## src/esc_pkg.sv

```systemverilog
// ----------------------------------------------------------------------------
// esc_pkg: shared constants and types for the throttle ramp
// Widths, codes and the request/response records between the sequencer and
// the serial duty unit.
// ----------------------------------------------------------------------------
`default_nettype none

package esc_pkg;

	// PWM compare resolution (valid range 8 to 16)
	localparam int DUTY_BITS = 16;

	// Throttle in Q8 percent, full scale is 100 percent
	localparam int              THR_W   = 15;
	localparam logic [THR_W-1:0] FULL_Q8 = 15'd25600;
	localparam logic [6:0]      TARGET_MAX = 7'd100;

	// Duty datapath widths
	localparam int NUM_W = 32;                       // pulse * 25600
	localparam int DEN_W = 31;                       // period * 25600
	localparam int QUO_W = 17;                       // 16 result bits plus overflow bit
	localparam int REM_W = (NUM_W + DUTY_BITS > DEN_W + QUO_W - 1) ?
		(NUM_W + DUTY_BITS) : (DEN_W + QUO_W - 1);
	localparam int MUL_STEPS = THR_W;
	localparam int DIV_STEPS = QUO_W;
	localparam int CNT_W     = $clog2(DIV_STEPS);

	// Duty after reset: minimum pulse of 1000 us in a 20000 us period
	localparam logic [15:0] DUTY_RST = 16'((1000 * ((1 << DUTY_BITS) - 1)) / 20000);

	// Item kinds
	localparam logic [1:0] FN_TICK = 2'd0;
	localparam logic [1:0] FN_SET  = 2'd1;
	localparam logic [1:0] FN_STOP = 2'd2;
	localparam logic [1:0] FN_NOP  = 2'd3;

	// Register indexes
	localparam logic [2:0] REG_PULSE_MIN = 3'd0;
	localparam logic [2:0] REG_PULSE_MAX = 3'd1;
	localparam logic [2:0] REG_PERIOD    = 3'd2;
	localparam logic [2:0] REG_RAMP_STEP = 3'd3;
	localparam logic [2:0] REG_ARM_MS    = 3'd4;

	typedef struct packed {
		logic             start;
		logic [THR_W-1:0] throttle;
	} duty_req_t;

	typedef struct packed {
		logic        done;
		logic [15:0] duty;
	} duty_rsp_t;

endpackage

`default_nettype wire

```

## src/esc_throttle_ramp_with_arming.sv

```systemverilog
// ----------------------------------------------------------------------------
// esc_throttle_ramp_with_arming: throttle slew limiter with arming delay
// Ramps a motor controller throttle toward its target and derives the PWM
// compare value whenever the throttle moves.
// ----------------------------------------------------------------------------
// Usage:
//   Items enter on the s_ stream (tuser holds the kind: tick, set target,
//   stop), one result per item leaves on the m_ stream. Registers are written
//   through cfg_we/cfg_addr/cfg_wdata; the user must do so only while no item
//   is in flight, as the block itself does not enforce it. One item at a time
//   is worked on. Set target, unused kinds, zero ticks and ticks that leave
//   the throttle where it is go from the control step to the final step. A
//   tick that moves the throttle, and a stop, run the serial duty unit: one
//   shift-and-add step per throttle bit, a scaling step and one divide step
//   per quotient bit; the result is offered once the duty unit is done, and
//   the next item is taken once the result is in the output register.
//   A finished result waits in the output register; the input side takes the
//   next item meanwhile, and that item holds in its last step until the
//   output register is free, so a stalled receiver stalls at most one item.
//   Reset (arst_n low) restores the register defaults, clears throttle,
//   target and arming count, and loads the zero-throttle duty.
// ----------------------------------------------------------------------------
`default_nettype none

module esc_throttle_ramp_with_arming import esc_pkg::*; (
	input  wire logic        clk,
	input  wire logic        arst_n,
	// input stream
	input  wire logic        s_tvalid,
	output logic             s_tready,
	input  wire logic [15:0] s_tdata,   // [7:0] elapsed_ms, [15:8] target_percent
	input  wire logic [1:0]  s_tuser,   // [1:0] func
	// result stream
	output logic             m_tvalid,
	input  wire logic        m_tready,
	output logic [31:0]      m_tdata,   // [15:0] duty, [16] duty_written,
	                                    // [23:17] current_percent, [30:24] target_now,
	                                    // [31] armed
	// configuration
	input  wire logic        cfg_we,
	input  wire logic [2:0]  cfg_addr,
	input  wire logic [15:0] cfg_wdata
);

	localparam logic [1:0] ST_IDLE  = 2'd0;
	localparam logic [1:0] ST_EXEC  = 2'd1;
	localparam logic [1:0] ST_WAITD = 2'd2;
	localparam logic [1:0] ST_FIN   = 2'd3;

	logic [1:0]       st_q;
	logic [1:0]       op_q;
	logic [7:0]       tp_q;
	logic [22:0]      step_q;
	logic [6:0]       target_q;
	logic [THR_W-1:0] thr_q;
	logic [15:0]      arm_q;
	logic [15:0]      duty_q;
	logic             written_q;
	logic             m_tvalid_q;
	logic [31:0]      m_tdata_q;

	logic [15:0]      pulse_min_q;
	logic [15:0]      pulse_max_q;
	logic [15:0]      period_q;
	logic [14:0]      ramp_step_q;
	logic [15:0]      arm_ms_q;

	logic             accept;
	logic             armed;
	logic [THR_W-1:0] goal;
	logic [THR_W-1:0] gap;
	logic [THR_W-1:0] thr_n;
	logic             moved;
	logic [16:0]      arm_sum;
	logic [15:0]      cur_q8r;
	logic             res_load;
	duty_req_t        dreq;
	duty_rsp_t        drsp;

	assign s_tready = (st_q == ST_IDLE);
	assign accept   = s_tvalid && s_tready;
	assign armed    = (arm_q >= arm_ms_q);
	assign arm_sum  = {1'b0, arm_q} + 17'(s_tdata[7:0]);
	assign cur_q8r  = 16'(thr_q) + 16'd128;
	assign res_load = (st_q == ST_FIN) && (!m_tvalid_q || m_tready);

	// Ramp toward the effective target, stop at it
	always_comb begin
		goal  = armed ? {target_q, 8'b0} : '0;
		gap   = '0;
		thr_n = thr_q;
		moved = 1'b0;
		if (thr_q < goal) begin
			gap   = goal - thr_q;
			thr_n = (23'(gap) <= step_q) ? goal : (thr_q + step_q[THR_W-1:0]);
			moved = 1'b1;
		end else if (thr_q > goal) begin
			gap   = thr_q - goal;
			thr_n = (23'(gap) <= step_q) ? goal : (thr_q - step_q[THR_W-1:0]);
			moved = 1'b1;
		end
	end

	// Start the duty unit on a throttle change or a stop
	always_comb begin
		dreq.start    = (st_q == ST_EXEC) &&
			((op_q == FN_STOP) || ((op_q == FN_TICK) && moved));
		dreq.throttle = (op_q == FN_STOP) ? '0 : thr_n;
	end

	esc_duty_calc u_duty (
		.clk          (clk),
		.arst_n       (arst_n),
		.req          (dreq),
		.pulse_min_us (pulse_min_q),
		.pulse_max_us (pulse_max_q),
		.pwm_period   (period_q),
		.rsp          (drsp)
	);

	// Control, state and registers
	always_ff @(posedge clk or negedge arst_n) begin
		if (!arst_n) begin
			st_q        <= ST_IDLE;
			op_q        <= FN_NOP;
			target_q    <= '0;
			thr_q       <= '0;
			arm_q       <= '0;
			duty_q      <= DUTY_RST;
			written_q   <= 1'b0;
			m_tvalid_q  <= 1'b0;
			pulse_min_q <= 16'd1000;
			pulse_max_q <= 16'd2000;
			period_q    <= 16'd20000;
			ramp_step_q <= 15'd13;
			arm_ms_q    <= 16'd3000;
		end else begin
			// register writes
			if (cfg_we) begin
				unique case (cfg_addr)
					REG_PULSE_MIN: pulse_min_q <= cfg_wdata;
					REG_PULSE_MAX: pulse_max_q <= cfg_wdata;
					REG_PERIOD:    period_q    <= cfg_wdata;
					REG_RAMP_STEP: ramp_step_q <= cfg_wdata[14:0];
					REG_ARM_MS:    arm_ms_q    <= cfg_wdata;
					default: ;
				endcase
			end

			// raise a new result, drop one once transferred
			m_tvalid_q <= res_load || (m_tvalid_q && !m_tready);

			unique case (st_q)
				ST_IDLE: begin
					if (accept) begin
						if ((s_tuser == FN_TICK) && (s_tdata[7:0] == 8'd0)) begin
							op_q <= FN_NOP;
						end else begin
							op_q <= s_tuser;
						end
						// advance the arming count, saturating
						if ((s_tuser == FN_TICK) && (s_tdata[7:0] != 8'd0))
							arm_q <= arm_sum[16] ? 16'hFFFF : arm_sum[15:0];
						st_q <= ST_EXEC;
					end
				end
				ST_EXEC: begin
					// a throttle change or a stop waits for the duty unit
					written_q <= dreq.start;
					st_q      <= dreq.start ? ST_WAITD : ST_FIN;
					unique case (op_q)
						FN_TICK: begin
							if (moved) thr_q <= thr_n;
						end
						FN_SET: begin
							target_q <= (tp_q > 8'(TARGET_MAX)) ? TARGET_MAX : tp_q[6:0];
						end
						FN_STOP: begin
							target_q  <= '0;
							thr_q     <= '0;
						end
						default: ;
					endcase
				end
				ST_WAITD: begin
					if (drsp.done) begin
						duty_q <= drsp.duty;
						st_q   <= ST_FIN;
					end
				end
				ST_FIN: begin
					// hold until the output register is free
					if (res_load) st_q <= ST_IDLE;
				end
				default: st_q <= ST_IDLE;
			endcase
		end
	end

	// Item payload and result payload
	always_ff @(posedge clk) begin
		if (accept) begin
			tp_q   <= s_tdata[15:8];
			step_q <= 23'(ramp_step_q) * 23'(s_tdata[7:0]);
		end
		if (res_load)
			m_tdata_q <= {armed, target_q, cur_q8r[14:8], written_q, duty_q};
	end

	assign m_tvalid = m_tvalid_q;
	assign m_tdata  = m_tdata_q;

	// One item in flight at a time
	a_one_item: assert property (@(posedge clk) disable iff (!arst_n)
		accept |=> !s_tready)
		else $error("item taken while another is in progress");

	// Duty unit answers only while waited on
	a_done_waited: assert property (@(posedge clk) disable iff (!arst_n)
		drsp.done |-> (st_q == ST_WAITD))
		else $error("duty unit finished outside its wait");

	// Throttle never passes full scale
	a_thr_range: assert property (@(posedge clk) disable iff (!arst_n)
		(thr_q <= FULL_Q8) && (target_q <= TARGET_MAX))
		else $error("throttle or target beyond full scale");

	// A result is raised only on leaving the final step
	a_result_src: assert property (@(posedge clk) disable iff (!arst_n)
		$rose(m_tvalid) |-> ($past(st_q) == ST_FIN))
		else $error("result raised outside the final step");

endmodule

`default_nettype wire

```

## src/esc_duty_calc.sv

```systemverilog
// ----------------------------------------------------------------------------
// esc_duty_calc: serial PWM duty unit
// Forms the pulse width times 25600 by shift-and-add over the throttle bits,
// scales by 2^DUTY_BITS-1 and divides by period times 25600 one quotient bit
// per cycle, saturating at 16 bits.
// ----------------------------------------------------------------------------
`default_nettype none

module esc_duty_calc import esc_pkg::*; (
	input  wire logic      clk,
	input  wire logic      arst_n,
	input  wire duty_req_t req,
	input  wire logic [15:0] pulse_min_us,
	input  wire logic [15:0] pulse_max_us,
	input  wire logic [15:0] pwm_period,
	output duty_rsp_t      rsp
);

	localparam logic [1:0] ST_IDLE = 2'd0;
	localparam logic [1:0] ST_MUL  = 2'd1;
	localparam logic [1:0] ST_SCL  = 2'd2;
	localparam logic [1:0] ST_DIV  = 2'd3;

	logic [1:0]       st_q;
	logic [CNT_W-1:0] cnt_q;
	logic             done_q;
	logic [15:0]      duty_q;

	logic [NUM_W-1:0] acc_q;
	logic [NUM_W-1:0] mcand_q;
	logic [THR_W-1:0] mplier_q;
	logic             neg_q;
	logic [DEN_W-1:0] den_q;
	logic [REM_W-1:0] rem_q;
	logic [REM_W-1:0] dsh_q;
	logic [QUO_W-1:0] quo_q;

	logic [15:0]      per0;
	logic [22:0]      pmin100;
	logic [22:0]      per100;
	logic             ge;
	logic [QUO_W-1:0] quo_n;

	// Constant scaling by 100 as shifts and adds
	always_comb begin
		per0    = (pwm_period == 16'd0) ? 16'd1 : pwm_period;
		pmin100 = 23'({pulse_min_us, 6'b0}) + 23'({pulse_min_us, 5'b0})
			+ 23'({pulse_min_us, 2'b0});
		per100  = 23'({per0, 6'b0}) + 23'({per0, 5'b0}) + 23'({per0, 2'b0});
		ge      = (rem_q >= dsh_q);
		quo_n   = {quo_q[QUO_W-2:0], ge};
	end

	// Sequence control
	always_ff @(posedge clk or negedge arst_n) begin
		if (!arst_n) begin
			st_q   <= ST_IDLE;
			cnt_q  <= '0;
			done_q <= 1'b0;
		end else begin
			// flag the last divide step
			done_q <= (st_q == ST_DIV) && (cnt_q == CNT_W'(DIV_STEPS - 1));
			unique case (st_q)
				ST_IDLE: begin
					cnt_q <= '0;
					if (req.start) st_q <= ST_MUL;
				end
				ST_MUL: begin
					if (cnt_q == CNT_W'(MUL_STEPS - 1)) begin
						cnt_q <= '0;
						st_q  <= ST_SCL;
					end else begin
						cnt_q <= cnt_q + 1'b1;
					end
				end
				ST_SCL: begin
					cnt_q <= '0;
					st_q  <= ST_DIV;
				end
				ST_DIV: begin
					if (cnt_q == CNT_W'(DIV_STEPS - 1)) begin
						st_q   <= ST_IDLE;
					end else begin
						cnt_q <= cnt_q + 1'b1;
					end
				end
				default: st_q <= ST_IDLE;
			endcase
		end
	end

	// Datapath: multiply, scale, divide
	always_ff @(posedge clk) begin
		case (st_q)
			ST_IDLE: begin
				if (req.start) begin
					acc_q    <= NUM_W'({pmin100, 8'b0});
					neg_q    <= (pulse_max_us < pulse_min_us);
					mcand_q  <= (pulse_max_us < pulse_min_us) ?
						NUM_W'(pulse_min_us - pulse_max_us) :
						NUM_W'(pulse_max_us - pulse_min_us);
					mplier_q <= req.throttle;
					den_q    <= DEN_W'({per100, 8'b0});
				end
			end
			ST_MUL: begin
				// add or take off the shifted span for each set throttle bit
				if (mplier_q[0]) acc_q <= neg_q ? (acc_q - mcand_q) : (acc_q + mcand_q);
				mcand_q  <= {mcand_q[NUM_W-2:0], 1'b0};
				mplier_q <= {1'b0, mplier_q[THR_W-1:1]};
			end
			ST_SCL: begin
				// times (2^DUTY_BITS - 1)
				rem_q <= REM_W'({acc_q, {DUTY_BITS{1'b0}}}) - REM_W'(acc_q);
				dsh_q <= REM_W'({den_q, {(QUO_W-1){1'b0}}});
			end
			ST_DIV: begin
				// one restoring step per cycle, top quotient bit flags overflow
				if (ge) rem_q <= rem_q - dsh_q;
				dsh_q <= {1'b0, dsh_q[REM_W-1:1]};
				quo_q <= quo_n;
				if (cnt_q == CNT_W'(DIV_STEPS - 1))
					duty_q <= quo_n[QUO_W-1] ? 16'hFFFF : quo_n[15:0];
			end
			default: ;
		endcase
	end

	assign rsp.done = done_q;
	assign rsp.duty = duty_q;

endmodule

`default_nettype wire

```

## config.mk

```make
export PLATFORM = sky130hd
export DESIGN_NAME = esc_throttle_ramp_with_arming
export DESIGN_NICKNAME = d
export VERILOG_FILES = /design/src/esc_pkg.sv /design/src/esc_throttle_ramp_with_arming.sv /design/src/esc_duty_calc.sv
export SDC_FILE = /design/constraint.sdc
export NUM_CORES = 1
export LEC_CHECK = 0
export ABC_AREA = 1
export BUFFER_PORTS_ARGS = -buffer_cell sky130_fd_sc_hd__buf_2
export CAP_MARGIN = 20
export CORE_MARGIN = 2
export CORE_UTILIZATION = 40
export DETAILED_ROUTE_END_ITERATION = 16
export PLACE_DENSITY = 0.54
export SYNTH_ARGS = -nofsm -noshare
export SYNTH_HDL_FRONTEND = slang
export SYNTH_HIERARCHICAL = 1
export SYNTH_SLANG_ARGS = --single-unit
export TNS_END_PERCENT = 30
```

## constraint.sdc

```tcl
create_clock -name clk -period 8 [get_ports clk]
set_clock_uncertainty 0.1 [all_clocks]
set_input_delay 0.8 -clock clk [delete_from_list [all_inputs] [get_ports clk]]
set_output_delay 0.8 -clock clk [all_outputs]
set_load 0.02 [all_outputs]
```

* Word level (Yosys, flattened, before mapping) *
Index checks and enable logic that the tools add are counted.

operators by class
  add/sub/neg operators = 17
  multiply operators = 1
  order comparisons = 8
  eq/ne operators = 24
  mux-type cells = 39
  reductions and logical operators = 43

operators with widths
  kind               count
  $pmux W48 S2       2
  $mux W32           5
  $pmux W32 S2       2
  $mux W15           8
  $pmux W15 S2       2
  $ge A48 B48 Y1     1
  $mux W48           1
  $sub A48 B32 Y48   1
  $sub A48 B48 Y48   1
  $add A22 B21 Y23   2
  $add A23 B18 Y23   2
  $le A15 B23 Y1     2
  $sub A15 B15 Y15   3
  $sub A16 B16 Y17   2
  $add A32 B32 Y32   1
  $mux W16           2
  $sub A32 B32 Y32   1
  $reduce_and A2 Y1  12
  $mul A15 B8 Y23    1
  $add A16 B8 Y17    1
  $ge A16 B16 Y1     1
  $logic_not A16 Y1  1
  $lt A16 B16 Y1     1
  $pmux W2 S4        2
  31 further kinds   75

storage, ports and cells
  register bits = 441
  input port bits = 42
  output and inout bits = 34
  word-level logic and storage cells = 160

* Logic depth before layout (Yosys ltp) *
Gate-level depths: netlist of the first run.

  depth after elaboration = 10
  gate-level depth with buffers = 37
  mapped depth without buffers = 37

* Hierarchy *
Netlist of the first run, hierarchy kept.

modules (own cells, without submodules)
  module                         instances  cells each  area an instance (sq um)  seq. area each (sq um)
  esc_duty_calc                  1          3552        23393.7                   7046.8
  esc_throttle_ramp_with_arming  1          1880        15428.5                   5413.9

* Least setup slack after synthesis of the first run *
OpenSTA, ideal clock, no wires.

  path type = reg-to-reg
  start = reg arm_ms_q[3]
  end = reg u_duty.acc_q[0], enable pin
  library setup time = 0.391 ns
  arrival = 5.405 ns
  data required time = 7.509 ns
  setup slack = 2.104 ns
  cell stages (with the launch flop) = 24
  path buffers = 1
  period minus slack after synthesis = 5.896 ns
  cells stage by stage = dfstp_2 -> inv_1 -> ha_1 -> nand2_1 -> nor2_1 -> nor2_1 -> nand2_1 -> nand2_1 -> nand2_1 -> nand2_1 -> a21oi_1 -> inv_1 -> ha_1 -> buf_2 -> a21oi_1 -> nand2_1 -> nand3_1 -> nand3_2 -> nand2_1 -> a21oi_1 -> nor2_1 -> nand2_1 -> o21ai_0 -> o21a_1

RTL lines
  item                    line                                  source
  start, declared         esc_throttle_ramp_with_arming.sv:66   logic [15:0] arm_ms_q;
  start signal, assigned  esc_throttle_ramp_with_arming.sv:145  REG_ARM_MS: arm_ms_q <= cfg_wdata;
  end signal, assigned    esc_duty_calc.sv:97                   acc_q <= NUM_W'({pmin100, 8'b0});
  end signal, assigned    esc_duty_calc.sv:108                  if (mplier_q[0]) acc_q <= neg_q ? (acc_q - mcand_q) : (acc_q + mcand_q);
  end, declared           esc_duty_calc.sv:29                   logic [NUM_W-1:0] acc_q;

==> results of run 1 <==
==> cell usage after synthesis (6+ instances only) <==
cell / n / area [sq um]
sky130_fd_sc_hd__o211ai_1: 8 / 60.1
sky130_fd_sc_hd__buf_6: 9 / 101
sky130_fd_sc_hd__nand3_1: 307 / 1540
sky130_fd_sc_hd__xnor2_1: 27 / 236
sky130_fd_sc_hd__nand4_1: 78 / 488
sky130_fd_sc_hd__a21oi_1: 255 / 1280
sky130_fd_sc_hd__clkbuf_1: 83 / 312
sky130_fd_sc_hd__inv_2: 10 / 37.5
sky130_fd_sc_hd__nand2_2: 13 / 81.3
sky130_fd_sc_hd__buf_2: 17 / 85.1
sky130_fd_sc_hd__ha_1: 312 / 3900
sky130_fd_sc_hd__nor2_1: 417 / 1570
sky130_fd_sc_hd__dfstp_2: 35 / 920
sky130_fd_sc_hd__inv_1: 984 / 3690
sky130_fd_sc_hd__o21a_1: 8 / 60.1
sky130_fd_sc_hd__o21ai_1: 25 / 125
sky130_fd_sc_hd__o21bai_1: 20 / 150
sky130_fd_sc_hd__dfrtp_1: 112 / 2800
sky130_fd_sc_hd__buf_4: 6 / 45.0
sky130_fd_sc_hd__o21ai_0: 292 / 1460
sky130_fd_sc_hd__or2_2: 22 / 138
sky130_fd_sc_hd__nor3_1: 46 / 230
sky130_fd_sc_hd__o21ai_2: 10 / 87.6
sky130_fd_sc_hd__nand2_1: 1683 / 6320
sky130_fd_sc_hd__a31oi_1: 9 / 56.3
sky130_fd_sc_hd__a21o_1: 10 / 75.1
sky130_fd_sc_hd__edfxtp_1: 291 / 8740
sky130_fd_sc_hd__xor2_1: 116 / 1020
sky130_fd_sc_hd__mux2_2: 16 / 180
sky130_fd_sc_hd__fa_1: 112 / 2240
sky130_fd_sc_hd__and3_1: 7 / 43.8
sky130_fd_sc_hd__nand3b_1: 17 / 128
==> worst max-delay path: cells and delay by family (launching register included) <==
kind                     cells  cell delay, ps
AND/OR/NAND/NOR             17            1900
AO/OA/AOI/OAI                6            1550
adder cells (fa/ha/maj)      3             980
buffers and inverters        3             540
flip-flops                   1             530
==> area by class of cell <==
| cell class | instances | area (sq um) |
|---|---|---|
| Clock inverter | 26 | 340 |
| Timing Repair Buffer | 90 | 509 |
| Clock buffer | 74 | 1480 |
| Fill cell | 10192 | 54200 |
| Tap cell | 1276 | 1600 |
| Inverter | 996 | 3740 |
| Multi-Input combinational cell | 3878 | 22100 |
| Sequential cell | 438 | 12500 |
==> worst paths after layout <==
check | startpoint | to
setup / recovery | arm_ms_q[11]$_DFFE_PN1P_ | u_duty/mplier_q[9]$_DFFE_PP_
hold / removal | arst_n | target_q[1]$_DFFE_PN0P_
setup reg to reg | arm_ms_q[11]$_DFFE_PN1P_ | u_duty/mplier_q[9]$_DFFE_PP_
hold reg to reg | u_duty/quo_q[6]$_DFFE_PP_ | u_duty/quo_q[7]$_DFFE_PP_
max in group asynchronous | arst_n | ramp_step_q[5]$_DFFE_PN0P_
min in group clk | s_tdata[13] | tp_q[5]$_DFFE_PP_
==> per-layer routing <==
layer	up-vias	part of all wire	GRT usage
li1	17267	-	-
met1	15930	0.44	0.311
met2	751	0.48	0.411
met3	157	0.048	0.0327
met4	0	0.031	0.0736
met5	-	0	0
==> cells by family after synthesis <==
| logic type | count (synthesis) |
|---|---|
| AOI/OAI and AO/OA | 663 |
| xor gates and xnor gates | 143 |
| adders and majority gates | 424 |
| buffers and inverters | 1116 |
| DFF | 438 |
| muxes | 18 |
| and+or+nand+nor | 2630 |
==> through the flow <==
step	util	cells
final	0.438	6778
after global routing	0.438	6778
after CTS	0.437	6776
after detailed placement	0.419	6676
after global placement	0.419	6676
after floorplan	-	5432
==> registers in the layout, summed over array words and instances (netlist names), 21 cells and up <==
register	cells
u_duty/rem_q	48
u_duty/dsh_q	47
m_tdata	32
u_duty/acc_q	32
u_duty/mcand_q	32
step_q	23
u_duty/den_q	21
==> impl_results.rst, run 1 <==
.. list-table::
   :header-rows: 1

   * - Metric
     - Value
   * - Result of the run
     - complete, no violations
   * - Final worst-path cycle share
     - 0.733
   * - Remaining max-slew budget at the tightest pin
     - 0.322
   * - Largest family of logic cells by synthesized area
     - simple AND/OR/NAND/NOR gates
   * - Post-synthesis share of cell area spent on and, or, nand and nor gates
     - 0.280
   * - Vias after detailed routing
     - between 30000 and 40000
   * - Final hold violations
     - 0
   * - Cts bufs inserted
     - 53
   * - Clock tree from TritonCTS
     - done
   * - Proportion of synthesized area in mux cells
     - 0.00516
   * - Yosys Warn Count
     - 6
   * - Worst R2R Path Depth
     - 29
   * - Number of enable flip-flop cells after synthesis
     - 291
   * - Sum Neg Setup Slack
     - 0 ps
   * - Antenna violations before repair
     - 1
   * - Compound-gate portion of the synthesized area
     - 0.0919
   * - Worst path max stage delay
     - 670 ps
   * - Data required, critical path
     - between 8000 and 9000 ps
   * - Type of destination of the critical path
     - flop
   * - Diodes inserted
     - 0
   * - Worst-case register-to-register setup slack
     - around 2100 ps
   * - Arrival time of data at the critical path endpoint
     - slightly above 6000 ps
   * - Post-cts gate resize count
     - 0
   * - Type of the worst min-delay path
     - input port to async pin
   * - Most frequent standard cell in the layout excluding fill and tap cells
     - sky130_fd_sc_hd__nand2_1
   * - Average wire per cell in the routed design
     - roughly 18 um
   * - Total Die Area
     - ~100000 sq um
   * - Syn Nets
     - about 6000
   * - Starting utilization of the core area
     - 0.403
   * - Antenna Nets Post-Route
     - 0
   * - Per-cell via count in the routed design
     - around 5.0
   * - Clock Root Buffer
     - sky130_fd_sc_hd__clkbuf_16
   * - Hold-fix buffers at CTS
     - 0
   * - Setup Fix Bufs, Post-CTS
     - 0
   * - Clock-pin slew reported for the worst setup and hold paths after clock tree synthesis
     - approximately 60 ps
   * - Unrepaired setup endpoints after global routing
     - false
   * - DP HPWL
     - between 90 and 100 mm
   * - Number of port buffers
     - 75
   * - Worst setup path category
     - flop to flop
   * - Primary flip-flop cell chosen by synthesis mapping
     - sky130_fd_sc_hd__edfxtp_1
   * - Placement Setup Slack
     - roughly 2200 ps
   * - Final critical path time including I/O delays and setup
     - ~5900 ps
   * - Fin area
     - ~42000 sq um
   * - H-tree depth
     - 2
   * - Cell repeated most along the worst path
     - sky130_fd_sc_hd__nand2_1
   * - Clock latency at the later pin of the worst-skew pair
     - around 650 ps
   * - Crit-path slowest cell
     - sky130_fd_sc_hd__a21oi_1
   * - Number of setup violations in the final report
     - 0
   * - Kind of launch point of the worst setup path
     - flop
   * - Highest attainable clock frequency
     - about 0.17 GHz
   * - Top-level I/O count
     - 76
   * - Fin. max-slew vios
     - 0
   * - Total track usage
     - 0.239
   * - DRC violations left
     - 0
   * - Area of the mapped netlist
     - 38800 sq um
   * - Die height
     - around 320 um
   * - Number of instances in the synthesized netlist
     - about 5400
   * - First-pass GRT wire length
     - between 150 and 200 mm
   * - Number of different library cells in the post-synthesis netlist
     - a little over 60
   * - Share of cells above drive strength 1
     - 0.0571
   * - Worst hold slack after final layout
     - 65.0 ps
   * - FF+latch count, synth
     - 438
   * - Vias in the first global route
     - ~33000
   * - Final weighted congestion in routability-driven placement
     - just over 1
   * - Final worst-path setup slack
     - between 2000 and 2500 ps
   * - Clk sink count
     - around 440
   * - Xor and xnor fraction of the mapped netlist area
     - 0.0323
   * - Placeable Area
     - approximately 96000 sq um
   * - Final-stage net count
     - 5923
   * - # rows
     - 114
   * - Share of async-settable or async-resettable flops after synthesis
     - 0.336
   * - Router iterations before antenna repair
     - 8
   * - Area added between synthesis and finish
     - 8.72%
   * - Actual transition at the worst max-transition pin
     - between 1000 and 1500 ps
   * - Maximum number of buffers from clock root to sink
     - 3
   * - Total gr overflow
     - 0
   * - Pin count of the biggest net entering global routing
     - 88
   * - First-iteration detailed-routing DRC count
     - ~2500
   * - Drt total wl
     - ~120 mm
   * - Post-synthesis share of cell area spent on full adders, half adders and majority gates
     - 0.158
   * - CP max FO
     - 13
   * - Average cell area after synthesis
     - 7.15 sq um
   * - Max-cap viol count
     - 0
   * - Horizontal die dimension
     - 316 um
   * - Most frequent cells in the layout
     - sky130_fd_sc_hd__nand2_1 (1682), sky130_fd_sc_hd__inv_1 (982), sky130_fd_sc_hd__nor2_1 (416)
   * - Register area share after synthesis
     - 0.321
   * - Standard cell area after detailed placement
     - just over 40000 sq um
Power of run 1 is left out: the tool's default activity adds up to more than one toggle a clock period on the data nets, which glitch-free logic cannot reach.
==> run 2, diff against run 1 <==
- clock period: 8 -> 6.08 ns (I/O delays scaled with it)
==> impl_results.rst, run 2 (synthesis gave the netlist of run 1 again) <==
.. list-table::
   :header-rows: 1

   * - Metric
     - Value
   * - Clock tree from TritonCTS
     - done
   * - Largest registers
     - u_duty/rem_q (48), u_duty/dsh_q (47)
   * - Share of cells above drive strength 1
     - 0.0585
   * - Vias after detailed routing
     - between 30000 and 40000
   * - Final-stage net count
     - a little under 6000
   * - Cts bufs inserted
     - between 50 and 60
   * - DRC violations left
     - 0
   * - Antenna Nets Post-Route
     - 0
   * - Die height
     - around 320 um
   * - Clock-pin slew reported for the worst setup and hold paths after clock tree synthesis
     - 60 ps
   * - Number of setup violations in the final report
     - 0
   * - First-pass GRT wire length
     - about 180 mm
   * - Average wire per cell in the routed design
     - about 17 um
   * - Kind of launch point of the worst setup path
     - flop
   * - Worst setup path category
     - flop to flop
   * - Per-cell via count in the routed design
     - roughly 5.0
   * - Area added between synthesis and finish
     - 8.61%
   * - Antenna violations before repair
     - 3
   * - Highest attainable clock frequency
     - roughly 0.18 GHz
   * - Vias in the first global route
     - around 32000
   * - Router iterations before antenna repair
     - 6
   * - Arrival time of data at the critical path endpoint
     - between 5000 and 6000 ps
   * - Clock Root Buffer
     - sky130_fd_sc_hd__clkbuf_16
   * - Top-level I/O count
     - 76
   * - Maximum number of buffers from clock root to sink
     - 3
   * - Total gr overflow
     - 0
   * - # rows
     - around 110
   * - Number of port buffers
     - between 70 and 80
   * - H-tree depth
     - 2
   * - Total Die Area
     - 99600 sq um
   * - Max-cap viol count
     - 0
   * - Sum Neg Setup Slack
     - 0 ps
   * - Cell repeated most along the worst path
     - sky130_fd_sc_hd__nand2_1
   * - Final hold violations
     - 0
   * - Type of the worst min-delay path
     - input port to flop
   * - Crit-path slowest cell
     - sky130_fd_sc_hd__dfstp_2
   * - Most frequent standard cell in the layout excluding fill and tap cells
     - sky130_fd_sc_hd__nand2_1
   * - Final worst-path cycle share
     - 0.930
   * - Drt total wl
     - 118 mm
   * - Actual transition at the worst max-transition pin
     - 963 ps
   * - Fin. max-slew vios
     - 0
   * - Final critical path time including I/O delays and setup
     - between 5000 and 6000 ps
   * - Result of the run
     - complete, no violations
   * - Pin count of the biggest net entering global routing
     - 93
   * - Type of destination of the critical path
     - flop
   * - Horizontal die dimension
     - approximately 320 um
   * - Worst path max stage delay
     - between 500 and 600 ps
   * - DP HPWL
     - 94.7 mm
   * - Final weighted congestion in routability-driven placement
     - between 0.9 and 1
   * - Max FFs per register
     - between 40 and 50
   * - Data required, critical path
     - 6360 ps
   * - CP max FO
     - 13
   * - First-iteration detailed-routing DRC count
     - 2268
   * - Setup Fix Bufs, Post-CTS
     - 0
   * - Total track usage
     - 0.236
   * - Placeable Area
     - a little under 100000 sq um
   * - Remaining max-slew budget at the tightest pin
     - 0.358
   * - Reg with most FFs
     - u_duty/rem_q
   * - Clk sink count
     - 438
   * - Clock latency at the later pin of the worst-skew pair
     - between 600 and 700 ps
   * - Most frequent cells in the layout
     - sky130_fd_sc_hd__nand2_1 (1682), sky130_fd_sc_hd__inv_1 (982), sky130_fd_sc_hd__nor2_1 (416)
   * - Diodes inserted
     - 0
   * - Unrepaired setup endpoints after global routing
     - false
   * - Starting utilization of the core area
     - 0.403
[run 2: final timing paths]
path | start | to | slack [ps] | cells after the start
min | s_tdata[15] | tp_q[7]$_DFFE_PP_ | 50 | 1
min reg2reg | u_duty/quo_q[5]$_DFFE_PP_ | u_duty/quo_q[6]$_DFFE_PP_ | 340 | 0
min in group asynchronous | arst_n | target_q[4]$_DFFE_PN0P_ | 420 | 2
max | arm_ms_q[3]$_DFFE_PN1P_ | u_duty/mplier_q[8]$_DFFE_PP_ | 430 | 31
max in group asynchronous | arst_n | duty_q[2]$_DFFE_PN1P_ | 4340 | 3
max reg2reg | arm_ms_q[3]$_DFFE_PN1P_ | u_duty/mplier_q[8]$_DFFE_PP_ | 430 | 31
[run 2: timing repair]
| item | in CTS | in global routing |
|---|---|---|
| gates resized for setup | 0 | 3 |
| hold endpoints to repair | 56 | 0 |
| hold buffers | 1 | 0 |
| setup endpoints to repair | 0 | 1 |
[run 2: final cells by class]
cell class | instances | area, sq um
inverters | 996 | 3740
multi-input cells | 3878 | 22100
repair buffers | 97 | 592
flip-flops and latches | 438 | 12500
well taps | 1276 | 1600
clock inverters | 22 | 175
clock buffers | 74 | 1510
fillers | 10185 | 54300
[run 2: critical path: cells and delay by family (launching register included)]
kind            cells  cell delay, ps
simple gates       17            1870
xor+xnor            1             150
flops               1             530
fa+ha+maj           4            1190
buf+inv             3             160
compound gates      6            1380
[run 2: stage by stage]
| stage | std cells | hold slack [ps] | util | setup WS (ps) | area [sq um] |
|---|---|---|---|---|---|
| 3_5_place_dp | 6681 | 323 | 0.419 | 408 | 40400 |
| 4_1_cts | 6778 | 7.58 | 0.437 | 378 | 42100 |
| 2_1_floorplan | 5432 | 212 | - | 184 | 38800 |
| 6_report | 6781 | 51.6 | 0.437 | 425 | 42200 |
| 5_1_grt | 6781 | 18.8 | 0.437 | 29.8 | 42200 |
| 3_3_place_gp | 6680 | 323 | 0.419 | 526 | 40400 |
[run 2: per-layer routing]
| metal | global-route usage | routed length, um |
|---|---|---|
| met4 | 0.0869 | 4690 |
| met2 | 0.397 | 55000 |
| met5 | 0 | 0 |
| met1 | 0.309 | 52400 |
| met3 | 0.0310 | 5730 |
Power of run 2 is left out for the same reason.
==> run 3, diff against run 2 <==
- REMOVE_ABC_BUFFERS: default -> 1
==> impl_results.rst, run 3 (synthesis gave the netlist of run 1 again) <==
.. list-table::
   :header-rows: 1

   * - Metric
     - Value
   * - Fill cells
     - between 10000 and 15000
   * - Highest attainable clock frequency
     - 0.183 GHz
   * - R2R Path Start
     - arm_ms_q[11]$_DFFE_PN1P_
   * - Pin count of the biggest net entering global routing
     - ~130
   * - Antenna Nets Post-Route
     - 0
   * - Min-Delay Endpoint
     - op_q[1]$_DFFE_PN1P_
   * - Instance count along the most critical hold path
     - 3
   * - Share of cells above drive strength 1
     - 0.0585
   * - Worst hold slack after final layout
     - roughly 120 ps
   * - Total Die Area
     - approximately 100000 sq um
   * - Result of the run
     - complete, no violations
   * - Horizontal die dimension
     - 316 um
   * - Cts bufs inserted
     - 54
   * - Drt total wl
     - 118 mm
   * - Arrival time of data at the critical path endpoint
     - roughly 6000 ps
   * - Average wire per cell in the routed design
     - about 17 um
   * - Clock tree from TritonCTS
     - done
   * - Vias in the first global route
     - between 30000 and 40000
   * - DRC violations left
     - 0
   * - Storage element area
     - approximately 12000 sq um
   * - Worst R2R Path Depth
     - 27
   * - Type of destination of the critical path
     - flop
   * - Origin of the worst min-delay path
     - s_tuser[1]
   * - Max FFs per register
     - 48
   * - Clock latency at the later pin of the worst-skew pair
     - 660 ps
   * - R2R Path End
     - u_duty/mplier_q[11]$_DFFE_PP_
   * - Reg with most FFs
     - u_duty/rem_q
   * - First-iteration detailed-routing DRC count
     - 2239
   * - Max-cap viol count
     - 0
   * - Sum Neg Setup Slack
     - 0 ps
   * - Area added between synthesis and finish
     - 9.20%
   * - Final hold violations
     - 0
   * - Fin. max-slew vios
     - 0
   * - Kind of launch point of the worst setup path
     - flop
   * - H-tree depth
     - 2
   * - Per-cell via count in the routed design
     - between 5 and 6
   * - Final worst-path setup slack
     - about 600 ps
   * - DP HPWL
     - 94.8 mm
   * - Most frequent cells in the layout
     - sky130_fd_sc_hd__nand2_1 (1682), sky130_fd_sc_hd__inv_1 (982), sky130_fd_sc_hd__nor2_1 (416)
   * - Clk sink count
     - 438
   * - Top-level I/O count
     - 76
   * - Vias after detailed routing
     - 34129
   * - Met2 layer usage reported by global route
     - 0.409
   * - Number of port buffers
     - 75
   * - Most frequent standard cell in the layout excluding fill and tap cells
     - sky130_fd_sc_hd__nand2_1
   * - Remaining max-slew budget at the tightest pin
     - 0.353
   * - Router iterations before antenna repair
     - 9
   * - Busiest metal layer after global routing
     - met2
   * - Type of the worst min-delay path
     - input port to flop
   * - Multi-input logic area
     - about 22000 sq um
   * - Placement Setup Slack
     - around 430 ps
   * - Actual transition at the worst max-transition pin
     - between 900 and 1000 ps
   * - Placeable Area
     - roughly 96000 sq um
   * - Final weighted congestion in routability-driven placement
     - slightly below 1
   * - Diodes inserted
     - 0
   * - Unrepaired setup endpoints after global routing
     - false
   * - Final critical path time including I/O delays and setup
     - 5480 ps
   * - CP max FO
     - 8
   * - Met3 GRT Util
     - 0.0273
   * - Worst-case register-to-register setup slack
     - between 600 and 700 ps
   * - Die height
     - 316 um
   * - First-pass GRT wire length
     - about 190 mm
   * - Clock-pin slew reported for the worst setup and hold paths after clock tree synthesis
     - about 60 ps
   * - # rows
     - 114
   * - Final worst-path cycle share
     - 0.901
   * - Starting utilization of the core area
     - 0.403
   * - M1 GR Usage
     - 0.311
   * - Clock Root Buffer
     - sky130_fd_sc_hd__clkbuf_16
   * - Data required, critical path
     - 6500 ps
   * - Final-stage net count
     - a little under 6000
   * - Number of setup violations in the final report
     - 0
   * - Antenna violations before repair
     - 3
   * - Maximum number of buffers from clock root to sink
     - 3
   * - Total track usage
     - 0.238
   * - Total gr overflow
     - 0
   * - Worst setup path category
     - flop to flop
   * - Largest registers
     - u_duty/rem_q (48), u_duty/dsh_q (47)
==> run 3: changes by cell type in the layout (fill, tap and decap cells not counted), moves of 2 or more <==
cell | previous run | this run
sky130_fd_sc_hd__dlygate4sd3_1 | 1 | 9
sky130_fd_sc_hd__a21oi_2 | 3 | 1
sky130_fd_sc_hd__clkinvlp_4 | 2 | 6
sky130_fd_sc_hd__clkbuf_8 | 10 | 3
sky130_fd_sc_hd__bufinv_16 | 1 | 5
sky130_fd_sc_hd__buf_4 | 17 | 21
sky130_fd_sc_hd__buf_12 | 0 | 3
sky130_fd_sc_hd__a21oi_1 | 251 | 253
sky130_fd_sc_hd__clkinv_8 | 0 | 2
sky130_fd_sc_hd__clkinv_1 | 6 | 14
sky130_fd_sc_hd__clkinv_2 | 10 | 4
==> run 3: layer usage <==
layer,up-vias,wire [um]
met2,798,56400
met1,15824,52800
met5,-,0
met3,175,5210
met4,0,4040
li1,17332,-
==> run 3: worst max path at each step <==
stage                                from                             to  slack, ps
5_1_grt           arm_ms_q[3]$_DFFE_PN1P_  u_duty/mplier_q[11]$_DFFE_PP_        150
4_1_cts          arm_ms_q[11]$_DFFE_PN1P_  u_duty/mplier_q[11]$_DFFE_PP_        430
3_3_place_gp     arm_ms_q[11]$_DFFE_PN1P_  u_duty/mplier_q[11]$_DFFE_PP_        490
3_5_place_dp     arm_ms_q[11]$_DFFE_PN1P_  u_duty/mplier_q[11]$_DFFE_PP_        430
6_report         arm_ms_q[11]$_DFFE_PN1P_  u_duty/mplier_q[11]$_DFFE_PP_        600
2_1_floorplan  u_duty/st_q[1]$_DFFE_PN0P_  u_duty/acc_q[0]$_SDFFCE_PN0P_      -1940
==> run 3: metrics by stage <==
step                      cell area [sq um]  utilization  std cells
final                                 42400        0.440       6800
after floorplan                       38200            -       5312
after detailed placement              40500        0.420       6687
after global placement                40500        0.420       6687
after global routing                  42400        0.440       6800
after CTS                             42400        0.439       6798
==> run 3: critical path: stages, from the launching register on <==
cell                       delay [ps]
sky130_fd_sc_hd__dfstp_2          520
sky130_fd_sc_hd__inv_1             40
sky130_fd_sc_hd__ha_1             300
sky130_fd_sc_hd__nand4_1          120
sky130_fd_sc_hd__nor3_1           200
sky130_fd_sc_hd__nand2_1          290
sky130_fd_sc_hd__a21oi_2          400
sky130_fd_sc_hd__ha_1             210
sky130_fd_sc_hd__inv_1             60
sky130_fd_sc_hd__fa_1             430
sky130_fd_sc_hd__a221o_1          370
sky130_fd_sc_hd__a21oi_1          140
sky130_fd_sc_hd__o21bai_1          90
sky130_fd_sc_hd__xor2_1           130
sky130_fd_sc_hd__inv_1             60
sky130_fd_sc_hd__ha_1             290
sky130_fd_sc_hd__nand2_1           70
sky130_fd_sc_hd__nor2_1           150
sky130_fd_sc_hd__nand4_1          150
sky130_fd_sc_hd__nor2_1           170
sky130_fd_sc_hd__nand2_2          100
sky130_fd_sc_hd__a21oi_4          300
sky130_fd_sc_hd__buf_4            200
sky130_fd_sc_hd__nand3_1           80
sky130_fd_sc_hd__nand3_1           90
sky130_fd_sc_hd__and3_1           150
sky130_fd_sc_hd__nand2_1           50
sky130_fd_sc_hd__nand2_1           90
==> run 3: cell type report <==
| cell class | instances | share of cell area |
|---|---|---|
| Clock buffer | 68 | 0.0338 |
| Clock inverter | 34 | 0.00838 |
| Inverter | 996 | 0.0882 |
| Multi-Input combinational cell | 3878 | 0.521 |
| Sequential cell | 438 | 0.294 |
| Tap cell | 1276 | 0.0377 |
| Timing Repair Buffer | 110 | 0.0170 |
==> run 3: what timing repair did <==
| action | 4_1_cts | 5_1_grt |
|---|---|---|
| resized for setup | 0 | 1 |
| setup endpoints to repair | 0 | 1 |
| buffers inserted | 0 | 0 |
| hold buffers | 9 | 0 |
| hold endpoints to repair | 29 | 0 |
Power of run 3 is left out for the same reason.
